--- src/sv/hts_pkg.sv ---
`default_nettype none
// ============================================================================
// hts_pkg: shared types and constants for the HVAC thermostat sequencer
// Phase encoding, register indexes, field widths and register reset values.
// ============================================================================
package hts_pkg;

    // Field widths
    localparam int MODE_W   = 3;
    localparam int TEMP_W   = 16;
    localparam int TIME_W   = 32;
    localparam int SECS_W   = 16;
    localparam int HYST_W   = 12;
    localparam int PHASE_W  = 3;
    localparam int CMP_W    = 18;
    localparam int CFG_IDX_W  = 3;
    localparam int CFG_DATA_W = 16;

    // Register reset values
    localparam logic [HYST_W-1:0] HYST_RESET      = 12'd16;
    localparam logic [SECS_W-1:0] FAN_LEAD_RESET  = 16'd30;
    localparam logic [SECS_W-1:0] FAN_LAG_RESET   = 16'd60;
    localparam logic [SECS_W-1:0] MIN_ON_RESET    = 16'd300;
    localparam logic [SECS_W-1:0] OFF_DELAY_RESET = 16'd300;

    // Requested modes
    typedef enum logic [MODE_W-1:0] {
        MODE_OFF  = 3'd0,
        MODE_HEAT = 3'd1,
        MODE_COOL = 3'd2,
        MODE_FAN  = 3'd3
    } mode_t;

    // Configuration register indexes
    typedef enum logic [CFG_IDX_W-1:0] {
        CFG_HYSTERESIS = 3'd0,
        CFG_FAN_LEAD   = 3'd1,
        CFG_FAN_LAG    = 3'd2,
        CFG_MIN_ON     = 3'd3,
        CFG_OFF_DELAY  = 3'd4
    } cfg_idx_t;

    // Sequencer phases, one-hot
    typedef enum logic [7:0] {
        PH_OFF        = 8'b0000_0001,
        PH_COOL_START = 8'b0000_0010,
        PH_HEAT_START = 8'b0000_0100,
        PH_HEAT       = 8'b0000_1000,
        PH_COOL       = 8'b0001_0000,
        PH_FAN_START  = 8'b0010_0000,
        PH_FAN_STOP   = 8'b0100_0000,
        PH_OFF_DELAY  = 8'b1000_0000
    } phase_t;

    // Reported phase codes
    localparam logic [PHASE_W-1:0] CODE_OFF        = 3'd0;
    localparam logic [PHASE_W-1:0] CODE_COOL_START = 3'd1;
    localparam logic [PHASE_W-1:0] CODE_HEAT_START = 3'd2;
    localparam logic [PHASE_W-1:0] CODE_HEAT       = 3'd3;
    localparam logic [PHASE_W-1:0] CODE_COOL       = 3'd4;
    localparam logic [PHASE_W-1:0] CODE_FAN_START  = 3'd5;
    localparam logic [PHASE_W-1:0] CODE_FAN_STOP   = 3'd6;
    localparam logic [PHASE_W-1:0] CODE_OFF_DELAY  = 3'd7;

    // Relay levels
    typedef struct packed {
        logic supply;
        logic fan;
        logic cool;
        logic heat;
    } relay_t;

    // Map a one-hot phase to its reported code
    function automatic logic [PHASE_W-1:0] phase_code(input phase_t ph);
        logic [PHASE_W-1:0] code;
        unique case (ph)
            PH_OFF:        code = CODE_OFF;
            PH_COOL_START: code = CODE_COOL_START;
            PH_HEAT_START: code = CODE_HEAT_START;
            PH_HEAT:       code = CODE_HEAT;
            PH_COOL:       code = CODE_COOL;
            PH_FAN_START:  code = CODE_FAN_START;
            PH_FAN_STOP:   code = CODE_FAN_STOP;
            PH_OFF_DELAY:  code = CODE_OFF_DELAY;
            default:       code = CODE_OFF;
        endcase
        return code;
    endfunction

endpackage
`default_nettype wire

--- src/sv/hvac_thermostat_sequencer.sv ---
`default_nettype none
// ============================================================================
// hvac_thermostat_sequencer: heat/cool/fan thermostat with hysteresis
// Eight-phase sequencer: fan lead, minimum on, run, fan lag and off delay.
// ============================================================================
// Usage:
//   Input channel (in_valid/in_stall) carries one evaluation per transaction:
//   mode, set_point, temperature and now_seconds. Output channel
//   (out_valid/out_stall) returns one result per evaluation: the held heat and
//   cool flags, the four relay levels and the phase after the step.
//   Configuration writes use cfg_valid/cfg_ready with cfg_index/cfg_data; the
//   port is always ready. Write only while no evaluation is in flight.
//   An evaluation passes through the input register and then the sequencer
//   step that loads the state registers, which double as the result register.
//   Throughput is one evaluation per cycle while the receiver does not stall;
//   the state feedback through the single step stage sets that figure.
//   When the receiver stalls, the result and the state hold, the input
//   register holds one evaluation, and in_stall rises once it is full.
//   Reset returns the sequencer to the off phase with all relays cleared and
//   loads the register defaults; no result is pending after reset.
module hvac_thermostat_sequencer
    import hts_pkg::*;
(
    input  wire logic                    clk,
    input  wire logic                    rst_n,

    input  wire logic                    in_valid,
    output logic                         in_stall,
    input  wire logic [MODE_W-1:0]       mode,
    input  wire logic signed [TEMP_W-1:0] set_point,
    input  wire logic signed [TEMP_W-1:0] temperature,
    input  wire logic [TIME_W-1:0]       now_seconds,

    output logic                         out_valid,
    input  wire logic                    out_stall,
    output logic                         heat_call,
    output logic                         cool_call,
    output logic                         heat_enable,
    output logic                         cool_enable,
    output logic                         fan_enable,
    output logic                         supply_enable,
    output logic [PHASE_W-1:0]           phase,

    input  wire logic                    cfg_valid,
    output logic                         cfg_ready,
    input  wire logic [CFG_IDX_W-1:0]    cfg_index,
    input  wire logic [CFG_DATA_W-1:0]   cfg_data
);

    // Configuration registers
    logic [HYST_W-1:0] hyst_reg;
    logic [SECS_W-1:0] fan_lead_reg;
    logic [SECS_W-1:0] fan_lag_reg;
    logic [SECS_W-1:0] min_on_reg;
    logic [SECS_W-1:0] off_delay_reg;

    // Input register
    logic                     in_vld_reg;
    logic [MODE_W-1:0]        mode_reg;
    logic signed [TEMP_W-1:0] sp_reg;
    logic signed [TEMP_W-1:0] temp_reg;
    logic [TIME_W-1:0]        now_reg;

    // Sequencer state, also the result register
    logic          out_vld_reg;
    phase_t        phase_reg,  phase_next;
    logic [TIME_W-1:0] start_reg, start_next;
    logic [SECS_W-1:0] target_reg, target_next;
    logic [TIME_W-1:0] elapsed_reg, elapsed_next;
    logic          heat_flag_reg, heat_flag_next;
    logic          cool_flag_reg, cool_flag_next;
    relay_t        relay_reg, relay_next;

    logic step;

    // Advance the step when the result slot is free or being taken
    assign step      = in_vld_reg && (!out_vld_reg || !out_stall);
    assign in_stall  = in_vld_reg && !step;
    assign cfg_ready = 1'b1;

    // Write configuration registers
    always_ff @(posedge clk or negedge rst_n)
    begin
        if (!rst_n)
        begin
            hyst_reg      <= HYST_RESET;
            fan_lead_reg  <= FAN_LEAD_RESET;
            fan_lag_reg   <= FAN_LAG_RESET;
            min_on_reg    <= MIN_ON_RESET;
            off_delay_reg <= OFF_DELAY_RESET;
        end
        else if (cfg_valid && cfg_ready)
        begin
            unique case (cfg_index)
                CFG_HYSTERESIS: hyst_reg      <= cfg_data[HYST_W-1:0];
                CFG_FAN_LEAD:   fan_lead_reg  <= cfg_data[SECS_W-1:0];
                CFG_FAN_LAG:    fan_lag_reg   <= cfg_data[SECS_W-1:0];
                CFG_MIN_ON:     min_on_reg    <= cfg_data[SECS_W-1:0];
                CFG_OFF_DELAY:  off_delay_reg <= cfg_data[SECS_W-1:0];
                default:        ;
            endcase
        end
    end

    // Capture an evaluation into the input register
    always_ff @(posedge clk or negedge rst_n)
    begin
        if (!rst_n)
        begin
            in_vld_reg <= 1'b0;
        end
        else if (!in_stall)
        begin
            in_vld_reg <= in_valid;
        end
    end

    always_ff @(posedge clk)
    begin
        if (in_valid && !in_stall)
        begin
            mode_reg <= mode;
            sp_reg   <= set_point;
            temp_reg <= temperature;
            now_reg  <= now_seconds;
        end
    end

    // Hysteresis band compares at 18 bits, set point compares at 16 bits
    logic signed [CMP_W-1:0] sp_ext, temp_ext, hyst_ext, low_band, high_band;
    logic below_band, above_band, temp_above_sp, temp_below_sp;

    always_comb
    begin
        sp_ext        = CMP_W'(sp_reg);
        temp_ext      = CMP_W'(temp_reg);
        hyst_ext      = $signed({{(CMP_W-HYST_W){1'b0}}, hyst_reg});
        low_band      = sp_ext - hyst_ext;
        high_band     = sp_ext + hyst_ext;
        below_band    = temp_ext < low_band;
        above_band    = temp_ext > high_band;
        temp_above_sp = temp_reg > sp_reg;
        temp_below_sp = temp_reg < sp_reg;
    end

    // Timer check against the stored elapsed time
    logic timer_done;
    logic [TIME_W-1:0] elapsed_fresh;

    assign timer_done    = elapsed_reg >= {{(TIME_W-SECS_W){1'b0}}, target_reg};
    assign elapsed_fresh = now_reg - start_reg;

    // Sequencer step
    always_comb
    begin
        phase_next     = phase_reg;
        start_next     = start_reg;
        target_next    = target_reg;
        elapsed_next   = elapsed_reg;
        heat_flag_next = heat_flag_reg;
        cool_flag_next = cool_flag_reg;
        relay_next     = relay_reg;

        unique case (phase_reg)
            PH_OFF:
            begin
                relay_next     = '0;
                heat_flag_next = 1'b0;
                cool_flag_next = 1'b0;
                if ((mode_reg == MODE_HEAT && below_band) ||
                    (mode_reg == MODE_COOL && above_band))
                begin
                    phase_next  = PH_FAN_START;
                    target_next = fan_lead_reg;
                    start_next  = now_reg;
                end
                else if (mode_reg == MODE_FAN)
                begin
                    phase_next = PH_FAN_STOP;
                end
            end

            PH_HEAT, PH_COOL:
            begin
                if (phase_reg == PH_HEAT)
                begin
                    relay_next     = '{supply: 1'b1, fan: 1'b1, cool: 1'b0, heat: 1'b1};
                    heat_flag_next = 1'b1;
                end
                else
                begin
                    relay_next     = '{supply: relay_reg.supply, fan: 1'b1,
                                       cool: 1'b1, heat: 1'b0};
                    cool_flag_next = 1'b1;
                end
                elapsed_next = '0;
                // Own mode stops once the set point is passed; other low modes stop now
                if ((phase_reg == PH_HEAT && mode_reg == MODE_HEAT) ||
                    (phase_reg == PH_COOL && mode_reg == MODE_COOL))
                begin
                    if ((phase_reg == PH_HEAT) ? temp_above_sp : temp_below_sp)
                    begin
                        phase_next  = PH_FAN_STOP;
                        target_next = fan_lag_reg;
                        start_next  = now_reg;
                    end
                end
                else if (mode_reg <= MODE_COOL)
                begin
                    phase_next  = PH_FAN_STOP;
                    target_next = fan_lag_reg;
                    start_next  = now_reg;
                end
                else if (mode_reg == MODE_FAN)
                begin
                    phase_next = PH_FAN_STOP;
                end
                else
                begin
                    phase_next = PH_OFF;
                end
            end

            PH_FAN_START, PH_FAN_STOP:
            begin
                relay_next     = '{supply: relay_reg.supply, fan: 1'b1,
                                   cool: 1'b0, heat: 1'b0};
                heat_flag_next = 1'b0;
                cool_flag_next = 1'b0;
                if (mode_reg == MODE_FAN)
                begin
                    phase_next = PH_FAN_STOP;
                end
                else if (mode_reg <= MODE_COOL)
                begin
                    if (timer_done)
                    begin
                        elapsed_next = '0;
                        start_next   = now_reg;
                        if (phase_reg == PH_FAN_START)
                        begin
                            target_next = min_on_reg;
                            if (mode_reg == MODE_COOL)
                                phase_next = PH_COOL_START;
                            else if (mode_reg == MODE_HEAT)
                                phase_next = PH_HEAT_START;
                            else
                                phase_next = PH_OFF_DELAY;
                        end
                        else
                        begin
                            target_next = off_delay_reg;
                            phase_next  = PH_OFF_DELAY;
                        end
                    end
                    else
                    begin
                        elapsed_next = elapsed_fresh;
                    end
                end
                else
                begin
                    phase_next = PH_OFF;
                end
            end

            PH_OFF_DELAY:
            begin
                relay_next     = '0;
                heat_flag_next = 1'b0;
                cool_flag_next = 1'b0;
                if (timer_done)
                    phase_next = PH_OFF;
                else
                    elapsed_next = elapsed_fresh;
            end

            PH_COOL_START:
            begin
                relay_next     = '{supply: relay_reg.supply, fan: 1'b1,
                                   cool: 1'b1, heat: 1'b0};
                cool_flag_next = 1'b1;
                if (timer_done)
                    phase_next = PH_COOL;
                else
                    elapsed_next = elapsed_fresh;
            end

            PH_HEAT_START:
            begin
                relay_next     = '{supply: 1'b1, fan: 1'b1, cool: 1'b0, heat: 1'b1};
                heat_flag_next = 1'b1;
                if (timer_done)
                    phase_next = PH_HEAT;
                else
                    elapsed_next = elapsed_fresh;
            end

            default:
            begin
                phase_next = PH_OFF;
            end
        endcase
    end

    // Load the state and result on each step
    always_ff @(posedge clk or negedge rst_n)
    begin
        if (!rst_n)
        begin
            out_vld_reg   <= 1'b0;
            phase_reg     <= PH_OFF;
            start_reg     <= '0;
            target_reg    <= '0;
            elapsed_reg   <= '0;
            heat_flag_reg <= 1'b0;
            cool_flag_reg <= 1'b0;
            relay_reg     <= '0;
        end
        else
        begin
            if (step)
            begin
                out_vld_reg   <= 1'b1;
                phase_reg     <= phase_next;
                start_reg     <= start_next;
                target_reg    <= target_next;
                elapsed_reg   <= elapsed_next;
                heat_flag_reg <= heat_flag_next;
                cool_flag_reg <= cool_flag_next;
                relay_reg     <= relay_next;
            end
            else if (!out_stall)
            begin
                out_vld_reg <= 1'b0;
            end
        end
    end

    // Drive the result fields from the state
    assign out_valid     = out_vld_reg;
    assign heat_call     = heat_flag_reg;
    assign cool_call     = cool_flag_reg;
    assign heat_enable   = relay_reg.heat;
    assign cool_enable   = relay_reg.cool;
    assign fan_enable    = relay_reg.fan;
    assign supply_enable = relay_reg.supply;
    assign phase         = phase_code(phase_reg);

endmodule
`default_nettype wire
--- config.mk ---
export PLATFORM = sky130hd
export DESIGN_NAME = hvac_thermostat_sequencer
export DESIGN_NICKNAME = d
export VERILOG_FILES = /design/src/sv/hts_pkg.sv /design/src/sv/hvac_thermostat_sequencer.sv
export SDC_FILE = /design/constraint.sdc
export NUM_CORES = 1
export LEC_CHECK = 0
export BUFFER_PORTS_ARGS = -buffer_cell sky130_fd_sc_hd__clkbuf_2
export CORE_MARGIN = 2
export CORE_UTILIZATION = 35
export DETAILED_ROUTE_END_ITERATION = 8
export PLACE_DENSITY = 0.51
export SLEW_MARGIN = 15
export SYNTH_ARGS = -nofsm -noshare
export SYNTH_HDL_FRONTEND = slang
export SYNTH_SLANG_ARGS = --single-unit
--- constraint.sdc ---
create_clock -name clk -period 4.05 [get_ports clk]
set_input_delay 0.405 -clock clk [delete_from_list [all_inputs] [get_ports clk]]
set_output_delay 0.405 -clock clk [all_outputs]
set_load 0.005 [all_outputs]
==> results of run 1 <==
## what timing repair did
action                                 CTS  global route
pin swaps                               16            15
hold buffers                            63             0
setup endpoints to repair               56            56
setup buffers                            9             1
gates cloned                             2             0
endpoints found under the hold margin  131             0
gates resized for setup                 29            30
## area by class of cell
| cell class | instances | area [um^2] | area share [%] |
|---|---|---|---|
| clock buffer | 45 | 856 | 5.02 |
| tap | 511 | 639 | 3.75 |
| antenna | 1 | 2.50 | 0.0147 |
| inverter | 106 | 398 | 2.33 |
| multi-input combinational | 818 | 6850 | 40.1 |
| clock inverter | 7 | 131 | 0.770 |
| timing repair buffer | 244 | 1850 | 10.9 |
| sequential | 239 | 6340 | 37.1 |
## layout by cell type (no fill, tap or decap), drive strengths merged, types with 49 or more instances in the layout
cell type    count
dfrtp          154
clkbuf         145
ha             120
inv            106
mux2           102
buf             81
nand2           67
edfxtp          67
a21oi           64
dlygate4sd3     63
nor2            54
o21ai           49
## per-layer routing
layer / up-vias / share of wire, % / routed length [um] / track usage [%]
met2: 148 / 43 / 14000 / 24.8
li1: 4852 / - / - / -
met4: 0 / 2.4 / 790 / 4.15
met1: 4792 / 51 / 16900 / 24.6
met5: - / 0 / 0 / 0
met3: 40 / 3.6 / 1190 / 2.47
## where the power goes
group | internal [mW] | switching, mW | leakage [nW]
sequential | 3.10 | 0.313 | 2.74
clock | 1.63 | 1.01 | 0.477
combinational | 2.23 | 2.30 | 4.71
total | 6.97 | 3.63 | 7.92
## cell families after synthesis
group	Yosys count
adder cells (fa/ha/maj)	123
AO/OA/AOI/OAI	268
AND/OR/NAND/NOR	249
XOR/XNOR	55
other	1
buffers and inverters	142
multiplexers	122
flip-flops	239
## worst max path at each step
| stage | slack (ns) | endpoint | start | cells past startpoint |
|---|---|---|---|---|
| 3_3_place_gp | -0.80 | start_reg[12] | sp_reg[0] | 24 |
| 4_1_cts | -0.60 | phase_reg[4] | sp_reg[0] | 25 |
| 2_1_floorplan | -0.09 | start_reg[26] | sp_reg[0] | 24 |
| 3_5_place_dp | -0.77 | start_reg[18] | sp_reg[0] | 24 |
| 6_report | -0.61 | start_reg[23] | sp_reg[0] | 24 |
| 5_1_grt | -0.91 | phase_reg[4] | sp_reg[0] | 25 |
## critical path: cells and delay by family (launching register included)
family / cells / cell delay [ns]
adder cells (fa/ha/maj): 3 / 0.84
buffers and inverters: 5 / 0.62
AND/OR/NAND/NOR: 5 / 0.72
multiplexers: 1 / 0.30
AO/OA/AOI/OAI: 9 / 1.54
XOR/XNOR: 1 / 0.17
flip-flops: 1 / 0.36
==> insert_results.sql, run 1 <==
INSERT INTO impl_metrics (metric_group, metric, value, unit) VALUES
('outcome', 'outcome', 'finished, violations left', ''),
('outcome', 'violations', 'setup timing', ''),
('clock_tree', 'tritoncts_clock_tree', 'yes', ''),
('floorplanning', 'rows', '71', ''),
('layout', 'net_count_of_the_finished_layout', '1651', ''),
('critical_path', 'critical-path-max-stage-delay', '0.38', 'ns'),
('logic_synthesis', 'synthesis.instances', '1199', ''),
('route', 'num_vias', '9832', ''),
('run', 'max_capacitance_violation_count', '0', ''),
('layout', 'layout-drive-gt1-share', '26.1', '%'),
('floorplanning', 'number_of_primary_i_o_pins', '103', ''),
('sta', 'period_share', '115', '%'),
('power_and_ir_drop', 'fin_total_pwr', '10.6', 'mW'),
('logic_synthesis', 'yosys_register_bits', '239', ''),
('critical_path', 'worst-setup-path-type', 'register to register', ''),
('route', 'vias_per_cell', '4.99', ''),
('logic_synthesis', 'synth.mux.area_fraction', '10.1', '%'),
('grt', 'grt_remaining_overflow', '0', ''),
('layout', 'area.growth.synth_to_final', '26.6', '%'),
('sta', 'maxClockFrequency', '0.215', 'GHz'),
('route', 'drt_total_wl', '32.9', 'mm'),
('clock_tree', 'maximum_number_of_buffers_from_clock_root_to_sink', '3', ''),
('clock_tree', 'numCtsBuffers', '28', ''),
('sta', 'slew_headroom', '33.9', '%'),
('critical_path', 'rr_endpoint', 'start_reg[23]', ''),
('logic_synthesis', 'synth.yosys.seq_area_share', '47.0', '%'),
('critical_path', 'worst-endpoint-arrival', '5.11', 'ns'),
('logic_synthesis', 'synth_top_family_by_area', 'compound AO/OA/AOI/OAI gates', ''),
('logic_synthesis', 'asyncSetResetFlopFracSynth', '72.0', '%'),
('logic_synthesis', 'yosys.area_share.adder', '11.6', '%'),
('logic_synthesis', 'leading_register_cell_type_out_of_synthesis', 'sky130_fd_sc_hd__dfrtp_1', ''),
('grt', 'wire_length_of_the_first_global_routing_pass', '53.6', 'mm'),
('place', 'port_buffers', '101', ''),
('place', 'gp_congestion', '0.829', ''),
('power_and_ir_drop', 'power.density_cell_area', '621', 'mW/mm^2'),
('logic_synthesis', 'yosysWarnings', '0', ''),
('sta', 'finalSetupViolCount', '56', ''),
('worst_hold_path', 'timing.hold.worst.start', 'temperature[0]', ''),
('critical_path', 'worst-r2r-cell-count', '24', ''),
('critical_path', 'endpoint_kind', 'register', ''),
('critical_path', 'timing.critical_path.fanout_max', '10', ''),
('worst_hold_path', 'hold_path.class', 'input pin to register', ''),
('floorplanning', 'core', '0.0378', 'mm^2'),
('critical_path', 'cp_cell_instances', 'buf_6 -> ha_4 -> inv_2 -> fa_2 -> o21bai_1 -> a21oi_2 -> nor2_2 -> nor2_1 -> o21bai_1 -> a21oi_2 -> o211ai_1 -> buf_4 -> nand4_1 -> xnor2_1 -> ha_1 -> a21oi_2 -> o2111ai_2 -> a21oi_1 -> o211ai_1 -> or2_4 -> nand3_4 -> buf_12 -> buf_12 -> mux2_4', ''),
('route', 'route.antenna.remaining_nets', '0', ''),
('critical_path', 'data_required_time_of_the_critical_path', '4.50', 'ns'),
('sta', 'finalClockSkew', '0.0174', 'ns'),
('route', 'residual_drc', '0', ''),
('sta', 'setup_total_negative_slack', '-29.72', 'ns'),
('clock_tree', 'clk_pin_slew', '0.06', 'ns'),
('place', 'place_ws', '-0.767', 'ns'),
('sta', 'final_period_minus_worst_setup_slack', '4.66', 'ns'),
('layout', 'finalCoreUtilization', '45.1', '%'),
('logic_synthesis', 'cell_types_occupying_the_most_area_after_synthesis', 'sky130_fd_sc_hd__dfrtp_1, sky130_fd_sc_hd__edfxtp_1, sky130_fd_sc_hd__ha_1', ''),
('logic_synthesis', 'post_synth_edffs', '67', ''),
('route', 'router_iterations_before_antenna_repair', '7', ''),
('grt', 'grt_start_max_net_pins', '76', ''),
('critical_path', 'critical_path.startpoint_type', 'register', ''),
('sta', 'worst_slack', '-0.611', 'ns'),
('layout', 'post_layout_inst_area', '0.0171', 'mm^2'),
('clock_tree', 'worstSkewPairLatency', '0.58', 'ns'),
('route', 'routed_wire_length_per_instance', '16.7', 'um'),
('floorplanning', 'fp.dieW', '200', 'um'),
('place', 'detailed_place.area', '0.0151', 'mm^2'),
('layout', 'stdcell_count', '1971', ''),
('floorplanning', 'die-height', '200', 'um'),
('logic_synthesis', 'syn_nets', '1413', ''),
('sta', 'timing.hold.ws', '0.0357', 'ns'),
('grt', 'antenna_found_initial', '1', ''),
('logic_synthesis', 'synth_common_cells', 'sky130_fd_sc_hd__dfrtp_1, sky130_fd_sc_hd__ha_1, sky130_fd_sc_hd__inv_1', ''),
('logic_synthesis', 'compound_gate_fraction_of_synth_area', '13.9', '%');
No activity file was read; power rests on OpenSTA's default activity.
==> run 2: changes to the inputs <==
Settings changed: CORE_UTILIZATION 35 to 55, PLACE_DENSITY 0.51 to 0.75, SKIP_LAST_GASP set to 1.
==> insert_results.sql, run 2 (synthesized netlist as in run 1, its figures left out) <==
INSERT INTO impl_metrics (metric_group, metric, value, unit) VALUES
('route', 'router_iterations_before_antenna_repair', '6', ''),
('power_and_ir_drop', 'vdd_ir_drop_max', '0.000434', 'V'),
('critical_path', 'worst-endpoint-arrival', '4.97', 'ns'),
('critical_path', 'worst_path_most_repeated_cell', 'sky130_fd_sc_hd__a21oi_2', ''),
('floorplanning', 'floorplan.initialDensity', '55.8', '%'),
('layout', 'net_count_of_the_finished_layout', '1570', ''),
('floorplanning', 'fp.dieW', '161', 'um'),
('layout', 'layout-drive-gt1-share', '27.0', '%'),
('run', 'max_capacitance_violation_count', '0', ''),
('layout', 'mostFrequentLayoutCell', 'sky130_fd_sc_hd__dfrtp_1', ''),
('route', 'drt_iter0_drc', '650', ''),
('critical_path', 'worst-setup-path-type', 'register to register', ''),
('floorplanning', 'core', '0.0242', 'mm^2'),
('power_and_ir_drop', 'clkPwrFrac', '24.2', '%'),
('power_and_ir_drop', 'total_leakage_power', '7.41', 'nW'),
('place', 'port_buffers', '101', ''),
('grt', 'grt_start_max_net_pins', '100', ''),
('critical_path', 'critical_path.startpoint_type', 'register', ''),
('critical_path', 'data_required_time_of_the_critical_path', '4.47', 'ns'),
('floorplanning', 'rows', '57', ''),
('floorplanning', 'number_of_primary_i_o_pins', '103', ''),
('layout', 'fillers', '1818', ''),
('sta', 'period_share', '112', '%'),
('critical_path', 'endpoint_kind', 'register', ''),
('grt', 'antenna_found_initial', '1', ''),
('clock_tree', 'clock_tree.root_cell', 'sky130_fd_sc_hd__clkbuf_16', ''),
('sta', 'maxClockFrequency', '0.219', 'GHz'),
('sta', 'finalSetupViolCount', '55', ''),
('worst_hold_path', 'hold_path.class', 'input pin to register', ''),
('sta', 'finalClockSkew', '0.00898', 'ns'),
('clock_tree', 'numCtsBuffers', '26', ''),
('grt', 'grt_remaining_overflow', '0', ''),
('sta', 'slew_viol_final', '0', ''),
('grt', 'first_global_vias', '9797', ''),
('grt', 'grt.total_usage', '22.7', '%'),
('sta', 'worst_slack', '-0.506', 'ns'),
('outcome', 'outcome', 'finished, violations left', ''),
('sta', 'final_period_minus_worst_setup_slack', '4.56', 'ns'),
('sta', 'timing_worst_slew_pin_value', '1.12', 'ns'),
('sta', 'finalHoldViolations', '0', ''),
('outcome', 'violations', 'setup timing', ''),
('power_and_ir_drop', 'switching_power', '3.52', 'mW'),
('clock_tree', 'cts_htree_levels', '1', ''),
('sta', 'grt_setup_unrepaired', 'true', ''),
('critical_path', 'crit_path_top_delay_cell', 'sky130_fd_sc_hd__edfxtp_1', ''),
('route', 'residual_drc', '0', ''),
('power_and_ir_drop', 'comb_power_share', '42.1', '%'),
('power_and_ir_drop', 'power_frac_seq', '33.7', '%'),
('route', 'vias_per_cell', '5.65', ''),
('power_and_ir_drop', 'sw_frac_of_total', '34.6', '%'),
('place', 'place.detailed.hpwl', '21.2', 'mm'),
('sta', 'slew_headroom', '25.3', '%'),
('clock_tree', 'worstSkewPairLatency', '0.54', 'ns'),
('clock_tree', 'clk_pin_slew', '0.06', 'ns'),
('power_and_ir_drop', 'internal_power', '6.65', 'mW'),
('critical_path', 'timing.critical_path.fanout_max', '18', ''),
('place', 'place_ws', '-0.524', 'ns'),
('route', 'drt_total_wl', '29.3', 'mm'),
('clock_tree', 'maximum_number_of_buffers_from_clock_root_to_sink', '3', ''),
('clock_tree', 'tritoncts_clock_tree', 'yes', ''),
('place', 'gp_congestion', '0.865', ''),
('layout', 'layout.cells.most_common_list', 'sky130_fd_sc_hd__dfrtp_1, sky130_fd_sc_hd__ha_1, sky130_fd_sc_hd__inv_1', ''),
('critical_path', 'critical-path-max-stage-delay', '0.41', 'ns'),
('floorplanning', 'die_area', '0.0258', 'mm^2'),
('floorplanning', 'die-height', '161', 'um'),
('clock_tree', 'clkSinkCount', '239', ''),
('route', 'routed_wire_length_per_instance', '17.2', 'um'),
('power_and_ir_drop', 'power.density_cell_area', '639', 'mW/mm^2'),
('sta', 'timing.hold.ws', '0.0427', 'ns'),
('route', 'num_vias', '9618', ''),
('critical_path', 'cp_cell_instances', 'inv_1 -> ha_2 -> inv_2 -> fa_2 -> a21o_1 -> a21oi_2 -> nor2_1 -> o21ai_2 -> a21oi_2 -> a41o_1 -> o21ba_4 -> nor4_4 -> xnor2_1 -> ha_1 -> a21oi_2 -> o21ai_1 -> a221oi_1 -> nand2_1 -> o211ai_1 -> or2_4 -> nand3_4 -> buf_12 -> mux2_4', ''),
('route', 'route.antenna.remaining_nets', '0', ''),
('grt', 'wire_length_of_the_first_global_routing_pass', '48.0', 'mm'),
('layout', 'area.growth.synth_to_final', '18.0', '%');
## run 2: what timing repair did
action                                  in CTS  in global routing
gates resized for setup                     16                 18
buffers inserted                             4                  3
hold buffers                                 1                  0
pin swaps                                    4                  8
cloned                                       0                  2
endpoints found under the hold margin       15                  0
endpoints found under the setup margin      55                 56
## run 2: path summary, 6_finish.rpt
| path | start | endpoint | slack, ns | depth (start not counted) |
|---|---|---|---|---|
| max | sp_reg[0] | start_reg[26] | -0.51 | 23 |
| min | temperature[5] | temp_reg[5] | 0.04 | 1 |
| max reg2reg | sp_reg[0] | start_reg[26] | -0.51 | 23 |
| min reg2reg | heat_call | heat_call | 0.49 | 2 |
| max in group asynchronous | rst_n | off_delay_reg[8] | 2.46 | 3 |
| min in group asynchronous | rst_n | out_valid | 0.52 | 2 |
## run 2: power groups by stage
stage,registers [mW],clock network (mW),logic (mW)
detailed placement,3.46,0,4.08
CTS,3.42,2.51,4.18
finish,3.42,2.46,4.28
global placement,3.43,0,3.95
floorplan,3.36,0,3.09
global route,3.50,2.61,4.77
## run 2: worst max-delay path: cells and delay by family (launching register included)
kind | cells | cell delay, ns
adder cells (fa/ha/maj) | 3 | 0.80
AND/OR/NAND/NOR | 5 | 0.71
buffers and inverters | 3 | 0.34
XOR/XNOR | 1 | 0.15
multiplexers | 1 | 0.30
AO/OA/AOI/OAI | 10 | 1.72
flip-flops | 1 | 0.41
## run 2: layout make-up
| class | instances | area, um^2 | area share [%] |
|---|---|---|---|
| multi-input combinational | 818 | 6780 | 42.6 |
| sequential | 239 | 6340 | 39.8 |
| timing repair buffer | 165 | 1070 | 6.75 |
| clock buffer | 37 | 796 | 5.00 |
| tap | 324 | 405 | 2.55 |
| inverter | 106 | 398 | 2.50 |
| clock inverter | 11 | 111 | 0.700 |
| antenna | 1 | 2.50 | 0.0157 |
## run 2: through the flow
| stage | utilization (%) | setup TNS (ns) | instances | power, mW | area, um^2 |
|---|---|---|---|---|---|
| finish | 65.8 | -25.79 | 1701 | 10.2 | 15900 |
| global route | 65.8 | -37.58 | 1701 | 10.9 | 15900 |
| CTS | 65.2 | -22.63 | 1695 | 10.1 | 15800 |
| detailed placement | 61.0 | -26.15 | 1642 | 7.54 | 14700 |
| global placement | 61.0 | -21.67 | 1642 | 7.38 | 14700 |
| floorplan | - | -1.10 | 1199 | 6.45 | 13500 |
## run 2: metal layers
metal | vias up | share of wire [%] | GRT usage [%]
li1 | 4690 | - | -
met1 | 4676 | 45 | 29.8
met2 | 205 | 49 | 39.1
met3 | 47 | 4.0 | 3.10
met4 | 0 | 2.3 | 7.04
met5 | - | 0 | 0
==> run 3: changes to the inputs <==
Settings changed: CAP_MARGIN set to 0, CORE_UTILIZATION 55 to 57, CTS_BUF_LIST set to sky130_fd_sc_hd__clkbuf_2 sky130_fd_sc_hd__clkbuf_4 sky130_fd_sc_hd__clkbuf_8, PLACE_DENSITY 0.75 to 0.77.
==> insert_results.sql, run 3 (synthesized netlist as in run 1, its figures left out) <==
INSERT INTO impl_metrics (metric_group, metric, value, unit) VALUES
('sta', 'final_period_minus_worst_setup_slack', '4.50', 'ns'),
('place', 'placed_cells', '1641', ''),
('route', 'drt_iter0_drc', '634', ''),
('clock_tree', 'worstSkewPairLatency', '0.55', 'ns'),
('route', 'num_vias', '9862', ''),
('sta', 'slew_viol_final', '0', ''),
('sta', 'period_share', '111', '%'),
('grt', 'antenna_found_initial', '0', ''),
('place', 'detailed_place.area', '0.0148', 'mm^2'),
('sta', 'maxClockFrequency', '0.222', 'GHz'),
('clock_tree', 'clock_tree.root_cell', 'sky130_fd_sc_hd__clkbuf_8', ''),
('run', 'max_capacitance_violation_count', '0', ''),
('power_and_ir_drop', 'vdd_ir_drop_max', '0.000405', 'V'),
('sta', 'finalSetupViolCount', '55', ''),
('layout', 'net_count_of_the_finished_layout', '1598', ''),
('floorplanning', 'core', '0.0233', 'mm^2'),
('route', 'vias_per_cell', '5.68', ''),
('sta', 'timing_worst_slew_pin_value', '1.18', 'ns'),
('outcome', 'outcome', 'finished, violations left', ''),
('critical_path', 'timing.critical_path.fanout_max', '4', ''),
('critical_path', 'worst-r2r-setup-slack', '-0.45', 'ns'),
('route', 'residual_drc', '0', ''),
('layout', 'layout-drive-gt1-share', '28.9', '%'),
('clock_tree', 'cts_htree_levels', '2', ''),
('grt', 'grt_remaining_overflow', '0', ''),
('layout', 'layout.cells.most_common_list', 'sky130_fd_sc_hd__dfrtp_1, sky130_fd_sc_hd__ha_1, sky130_fd_sc_hd__inv_1', ''),
('critical_path', 'endpoint_kind', 'register', ''),
('critical_path', 'worst-setup-path-type', 'register to register', ''),
('place', 'port_buffers', '101', ''),
('place', 'gp_congestion', '0.899', ''),
('grt', 'wire_length_of_the_first_global_routing_pass', '48.6', 'mm'),
('sta', 'timing.hold.ws', '0.0294', 'ns'),
('layout', 'stdcell_count', '1735', ''),
('critical_path', 'critical_path.startpoint_type', 'register', ''),
('power_and_ir_drop', 'power.density_cell_area', '626', 'mW/mm^2'),
('clock_tree', 'numCtsBuffers', '41', ''),
('clock_tree', 'clk_pin_slew', '0.06', 'ns'),
('clock_tree', 'clkSinkCount', '239', ''),
('sta', 'finalHoldViolations', '0', ''),
('route', 'route.antenna.remaining_nets', '0', ''),
('floorplanning', 'number_of_primary_i_o_pins', '103', ''),
('layout', 'diodes', '0', ''),
('grt', 'grt.total_usage', '24.5', '%'),
('place', 'place.detailed.hpwl', '21.8', 'mm'),
('layout', 'fillers', '1752', ''),
('power_and_ir_drop', 'total_leakage_power', '7.50', 'nW'),
('route', 'router_iterations_before_antenna_repair', '8', ''),
('floorplanning', 'rows', '56', ''),
('sta', 'finalClockSkew', '0.0219', 'ns'),
('sta', 'grt_setup_unrepaired', 'true', ''),
('clock_tree', 'maximum_number_of_buffers_from_clock_root_to_sink', '3', ''),
('floorplanning', 'floorplan.initialDensity', '57.8', '%'),
('route', 'drt_total_wl', '30.0', 'mm'),
('layout', 'area.growth.synth_to_final', '18.8', '%'),
('layout', 'post_layout_inst_area', '0.0160', 'mm^2'),
('critical_path', 'worst-endpoint-arrival', '4.96', 'ns'),
('floorplanning', 'die-height', '158', 'um'),
('sta', 'slew_headroom', '20.8', '%'),
('layout', 'mostFrequentLayoutCell', 'sky130_fd_sc_hd__dfrtp_1', ''),
('outcome', 'violations', 'setup timing', ''),
('route', 'routed_wire_length_per_instance', '17.3', 'um'),
('clock_tree', 'tritoncts_clock_tree', 'yes', ''),
('floorplanning', 'die_area', '0.0249', 'mm^2'),
('critical_path', 'data_required_time_of_the_critical_path', '4.51', 'ns'),
('floorplanning', 'fp.dieW', '158', 'um'),
('sta', 'setup_total_negative_slack', '-23.22', 'ns'),
('grt', 'grt_start_max_net_pins', '92', ''),
('worst_hold_path', 'hold_path.class', 'input pin to register', ''),
('sta', 'worst_slack', '-0.454', 'ns'),
('grt', 'first_global_vias', '9831', '');
[run 3: cell types whose count changed in the layout (fill, tap and decap cells not counted), moves of 2 or more]
cell | before | now
sky130_fd_sc_hd__dlygate4sd3_1 | 1 | 11
sky130_fd_sc_hd__clkbuf_8 | 4 | 48
sky130_fd_sc_hd__clkinv_2 | 5 | 3
sky130_fd_sc_hd__clkbuf_1 | 4 | 0
sky130_fd_sc_hd__nor2_2 | 3 | 1
sky130_fd_sc_hd__buf_4 | 55 | 59
sky130_fd_sc_hd__clkbuf_16 | 31 | 1
sky130_fd_sc_hd__clkbuf_4 | 0 | 20
[run 3: path summary, 6_finish.rpt]
kind                                  from             end  cells after the start
hold / removal             temperature[14]    temp_reg[14]                      1
setup / recovery                 sp_reg[0]    phase_reg[3]                     25
min in group asynchronous            rst_n     heat_enable                      2
max in group asynchronous            rst_n  fan_lag_reg[4]                      3
setup reg to reg                 sp_reg[0]    phase_reg[3]                     25
hold reg to reg             elapsed_reg[0]  elapsed_reg[0]                      2
[run 3: timing repair]
| action | CTS | global route |
|---|---|---|
| hold buffers | 11 | 0 |
| endpoints found under the setup margin | 55 | 56 |
| gates cloned | 0 | 1 |
| endpoints found under the hold margin | 83 | 0 |
| pin swaps | 10 | 13 |
| setup buffers | 3 | 4 |
| resized for setup | 25 | 13 |
[run 3: metrics by stage]
step / power [mW] / utilization [%] / setup slack, ns
5_1_grt: 10.8 / 68.7 / -0.717
4_1_cts: 9.99 / 68.1 / -0.416
6_report: 10.0 / 68.7 / -0.454
3_5_place_dp: 7.55 / 63.3 / -0.461
2_1_floorplan: 6.45 / - / -0.0865
3_3_place_gp: 7.40 / 63.3 / -0.370
[run 3: area by class of cell]
| class | instances | area, um^2 | share of cell area, % |
|---|---|---|---|
| Sequential cell | 239 | 6340 | 39.6 |
| Clock buffer | 68 | 811 | 5.06 |
| Timing Repair Buffer | 178 | 1170 | 7.33 |
| Multi-Input combinational cell | 818 | 6820 | 42.6 |
| Clock inverter | 7 | 76.3 | 0.476 |
| Inverter | 106 | 398 | 2.48 |
| Tap cell | 319 | 399 | 2.49 |
[run 3: per-layer routing]
metal,global-route usage [%],vias up,wire length [um]
met4,8.74,0,873
met1,32.6,4776,13300
met5,0,-,0
li1,-,4751,-
met3,4.05,67,1530
met2,40.8,268,14300
[run 3: worst max-delay path, stage by stage, from the launching register on]
cell and delay, ns:
sky130_fd_sc_hd__edfxtp_1 0.40, sky130_fd_sc_hd__buf_6 0.13, sky130_fd_sc_hd__ha_4 0.12, sky130_fd_sc_hd__inv_2 0.04
sky130_fd_sc_hd__fa_2 0.36, sky130_fd_sc_hd__o21bai_4 0.13, sky130_fd_sc_hd__a21oi_2 0.08, sky130_fd_sc_hd__nor2_1 0.10
sky130_fd_sc_hd__nor2_1 0.04, sky130_fd_sc_hd__o21bai_1 0.23, sky130_fd_sc_hd__a21oi_2 0.10, sky130_fd_sc_hd__o211ai_1 0.30
sky130_fd_sc_hd__nand2_1 0.14, sky130_fd_sc_hd__xnor2_1 0.15, sky130_fd_sc_hd__ha_1 0.32, sky130_fd_sc_hd__a21oi_1 0.14
sky130_fd_sc_hd__o21ai_1 0.08, sky130_fd_sc_hd__nand4_1 0.08, sky130_fd_sc_hd__o2111ai_2 0.13, sky130_fd_sc_hd__a21oi_2 0.12
sky130_fd_sc_hd__o211ai_1 0.18, sky130_fd_sc_hd__or2_4 0.32, sky130_fd_sc_hd__buf_6 0.12, sky130_fd_sc_hd__o211ai_4 0.24
sky130_fd_sc_hd__buf_6 0.17, sky130_fd_sc_hd__mux2i_1 0.20
[run 3: power by group]
group | leakage [nW] | internal (mW) | switching, mW
Combinational | 4.29 | 2.05 | 2.25
Clock | 0.470 | 1.33 | 0.970
Sequential | 2.74 | 3.11 | 0.321
Total | 7.50 | 6.49 | 3.54
